[config.mk]
export PLATFORM = sky130hd
export DESIGN_NAME = pspc_check
export DESIGN_NICKNAME = d
export VERILOG_FILES = /design/src/rtl/core/pspc_pkg.sv /design/src/rtl/core/pspc_check.sv
export SDC_FILE = /design/constraint.sdc
export NUM_CORES = 1
export LEC_CHECK = 0
export BUFFER_PORTS_ARGS = -buffer_cell sky130_fd_sc_hd__buf_2
export CAP_MARGIN = 20
export CORE_MARGIN = 1.5
export CORE_UTILIZATION = 54
export DETAILED_ROUTE_END_ITERATION = 8
export GPL_ROUTABILITY_DRIVEN = 0
export PLACE_DENSITY = 0.89
export SYNTH_ARGS = -nofsm -noshare
export SYNTH_HDL_FRONTEND = slang
export SYNTH_SLANG_ARGS = --single-unit
[constraint.sdc]
create_clock -name vclk -period 16.45
set_clock_uncertainty 0.1 [all_clocks]
set_input_delay 2.4675 -clock vclk [all_inputs]
set_output_delay 2.4675 -clock vclk [all_outputs]
set_load 0.1 [all_outputs]
[src/rtl/core/pspc_pkg.sv]
// Shared types and constants for the parameter sync packet checker
package pspc_pkg;
  localparam logic [7:0] PKT_BYTES     = 8'd9;
  localparam logic [7:0] PKT_LEN_FIELD = 8'd8;
  localparam logic [7:0] PKT_HEADER    = 8'h3C;

  typedef enum logic [2:0] {
    ST_OK       = 3'd0,
    ST_BAD_BLEN = 3'd1,
    ST_BAD_LEN  = 3'd2,
    ST_BAD_SUM  = 3'd3,
    ST_BAD_HDR  = 3'd4,
    ST_BAD_ID   = 3'd5
  } status_e;

  // Result of one packet check, handed to the state update
  typedef struct packed {
    status_e     status;
    logic [31:0] stored;
    logic [4:0]  id;
  } check_t;

  // Truncate an IEEE single to an unsigned byte, saturating
  function automatic logic [7:0] float_to_byte(input logic [31:0] bits);
    logic [7:0]  expo;
    logic [22:0] frac;
    logic [23:0] sig;
    logic [2:0]  sh;
    expo = bits[30:23];
    frac = bits[22:0];
    sig  = {1'b1, frac};
    sh   = expo[2:0] + 3'd1;
    if (expo == 8'hFF && frac != '0)   float_to_byte = 8'd0;
    else if (bits[31])                 float_to_byte = 8'd0;
    else if (expo < 8'd127)            float_to_byte = 8'd0;
    else if (expo >= 8'd135)           float_to_byte = 8'd255;
    else                               float_to_byte = 8'(sig[23:16] >> (3'd7 - sh));
  endfunction
endpackage

[src/rtl/core/pspc_check.sv]
// Packet checks and stored word selection, purely combinational
module pspc_check #(
  parameter int unsigned ENTRY_COUNT = 23
) (
  input  logic [7:0]          blen_i,
  input  logic [7:0]          len_i,
  input  logic [7:0]          hdr_i,
  input  logic [7:0]          id_i,
  input  logic [31:0]         val_i,
  input  logic [15:0]         chk_i,
  output pspc_pkg::check_t    res_o
);
  import pspc_pkg::*;

  logic [15:0] sum;
  logic        conv;

  // sum seven bytes
  assign sum = 16'(len_i) + 16'(hdr_i) + 16'(id_i) + 16'(val_i[7:0]) + 16'(val_i[15:8])
             + 16'(val_i[23:16]) + 16'(val_i[31:24]);
  assign conv = (id_i == 8'd0) || (id_i == 8'd12) || (id_i == 8'd21) || (id_i == 8'd22);

  // rank checks in order
  always_comb begin
    priority if (blen_i != PKT_BYTES)          res_o.status = ST_BAD_BLEN;
    else if (len_i != PKT_LEN_FIELD)           res_o.status = ST_BAD_LEN;
    else if (chk_i != sum)                     res_o.status = ST_BAD_SUM;
    else if (hdr_i != PKT_HEADER)              res_o.status = ST_BAD_HDR;
    else if (9'(id_i) >= 9'(ENTRY_COUNT))      res_o.status = ST_BAD_ID;
    else                                       res_o.status = ST_OK;
    if (res_o.status != ST_OK)  res_o.stored = '0;
    else if (conv)              res_o.stored = {24'd0, float_to_byte(val_i)};
    else                        res_o.stored = val_i;
    res_o.id = id_i[4:0];
  end
endmodule

==> summary.txt <==
syn_nets = 436
Mapped Area = 0.00265 sq mm
Final Setup Violations = 0
Tcrit/Tclk final = 64.2%
sw frac = 57.6%
Synth Warn # = 0
Via density = 5.69
Post-CTS Hold Buffers = 0
Reg area = 0 sq um
clock buffer count = 0
VDD IR max = 0.0824 mV
Pwr Density = 114 mW/mm^2
Int Pwr = 0.157 mW
fin. max-slew vios = 0
combinational share of power = 100.0%
# IOs = 120
Hold EP = res_o[2]
cell with the most instances after synthesis = inv_1
peak fanout along the critical path = 32
Sw Pwr = 0.213 mW
Final Routed Wirelength = 7340 um
post-synth top area share = 28.7%
hold depth = 2
setup TNS = 0 ps
FMAX = 0.0947 GHz
nets = 546
relative slew slack = 34.6%
synthesis-to-finish area growth = 22.6%
Residual DRC = 0
Post CTS Setup Buffer Count = 0
Pre-Repair DR Iteration Count = 5
GRT Total Usage = 27.3%
vias in the first global route = 2575
multi-input logic area = 0.00235 sq mm
DRT iter0 DRCs = 146
worst path arrival time = 7990 ps
WL/cell = 15.3 um
leakage = 1.69 nW
Starting Density = 56.2%
Final HPWL DP = 6440 um
FP Rows = 25
Synth Area per Inst = 8.75 sq um
Seq/Total Area, Yosys = 0%
Layout Cells excl Fill = 478
crit path capture type = primary output
slew at the pin closest to its max-slew limit = 974 ps
fin crit period = 10560 ps
max_cap viols = 0
placed cells = 478
Cell variety after synth = 48
status = finished clean
core area = 0.00472 sq mm
kind of critical path = in -> out
die area = 0.00534 sq mm
fill cell count = 377
Reg power frac = 0%
initial antenna violation count = 0
top cells by area, synth = fa_1 (29%), nor3b_2 (9.9%), inv_1 (7.8%)
cells after synthesis = 303
Die Wd = 73.1 um
setup ws final = 5890 ps
Critical Path Source Type = primary input
vias = 2719
DRT antenna net count = 0
worst slack at placement = 5920 ps
post-CTS sizing = 0
seq_cells = 0
clock share of power = 0%
RSZ-0062 raised after global routing = false
share of layout cells above drive strength 1 = 37.0%
antenna cell count = 0
GRT overflow = 0
type of the most critical hold path = in -> out
hold path startpoint = id_i[2]
largest net degree at the start of global routing = 33
final hold slack = 5260 ps
worst path required time = 13880 ps
most frequent cells after synthesis = inv_1 (55), fa_1 (38), a21oi_1 (21), nor3b_2 (21), nand2_1 (20)
global-route wire length before repair = 11400 um
final hold violation count = 0
die height = 73.1 um
Synth area leader = fa_1
port bufs = 120
[layout make-up]
cell class / instances / share of cell area (%)
repair buffers: 121 / 18.7
inverters: 55 / 6.35
multi-input cells: 235 / 72.4
well taps: 67 / 2.58
[layer usage]
layer	GRT usage, %	wire length (um)	vias up
met1	35.7	2900	1307
met3	1.66	512	14
met5	0	0	-
li1	-	-	1265
met2	50.1	3810	133
met4	4.40	107	0
[worst max-delay path, cell delays in order]
cell	delay, ps
buf_2	110
fa_1	540
inv_1	60
fa_1	500
fa_1	550
inv_1	60
fa_1	530
inv_1	60
fa_1	450
and2b_1	240
o2111ai_1	160
a211o_1	370
a2111oi_4	470
nand4b_4	550
nor3b_1	370
buf_2	470
[how the worst max path moves through the flow]
stage                        start        end  slack [ps]  depth (start not counted)
after floorplan           len_i[2]  res_o[13]        5200                         14
after global placement    len_i[2]  res_o[13]        6060                         16
after detailed placement  len_i[2]  res_o[36]        5920                         16
after CTS                 len_i[2]  res_o[36]        5890                         16
after global routing      len_i[2]  res_o[13]        5590                         16
final                     len_i[2]  res_o[13]        5890                         16
[power by group through the flow]
stage                     Clock (mW)  Combinational [mW]  Sequential [mW]
final                              0               0.370                0
after global routing               0               0.409                0
after CTS                          0               0.367                0
after detailed placement           0               0.366                0
after global placement             0               0.351                0
after floorplan                    0               0.287                0
[per-stage QoR]
stage          total power, mW  utilization (%)  area, sq um
2_1_floorplan            0.287                -         2650
3_3_place_gp             0.351             68.9         3250
3_5_place_dp             0.366             68.9         3250
4_1_cts                  0.367             68.9         3250
5_1_grt                  0.409             68.9         3250
6_report                 0.370             68.9         3250
[cell usage in the layout, fill, tap and decap left out, types with 2 or more instances in the layout]
master	netlist	routed
inv_1	55	55
nand2_1	20	20
fa_1	38	38
nand4b_1	4	4
a21oi_1	21	21
nor3_1	6	6
mux2i_1	7	7
xnor2_1	8	8
nor2_1	12	12
a211o_1	6	6
a211oi_1	4	4
nor3b_1	2	2
or3_1	5	5
xor2_1	6	6
nor4_1	11	11
nand3_1	3	3
buf_2	1	120
mux4_2	3	3
nand4_1	4	4
and3_1	2	2
ha_1	15	15
a2111oi_4	2	2
o21a_1	6	6
o32a_1	2	2
o21ai_0	4	4
nor3b_2	21	21
a21o_1	6	6
[logic make-up (layout without fill, tap and decap cells)]
logic type | after synthesis | count (layout) | share of synthesized area (%)
multiplexers | 11 | 11 | 5.61
buffers and inverters | 68 | 176 | 11.2
AND/OR/NAND/NOR | 101 | 101 | 27.4
XOR/XNOR | 14 | 14 | 4.62
AO/OA/AOI/OAI | 56 | 56 | 15.4
adder cells (fa/ha/maj) | 53 | 53 | 35.8
No activity file was read; power rests on OpenSTA's default activity.
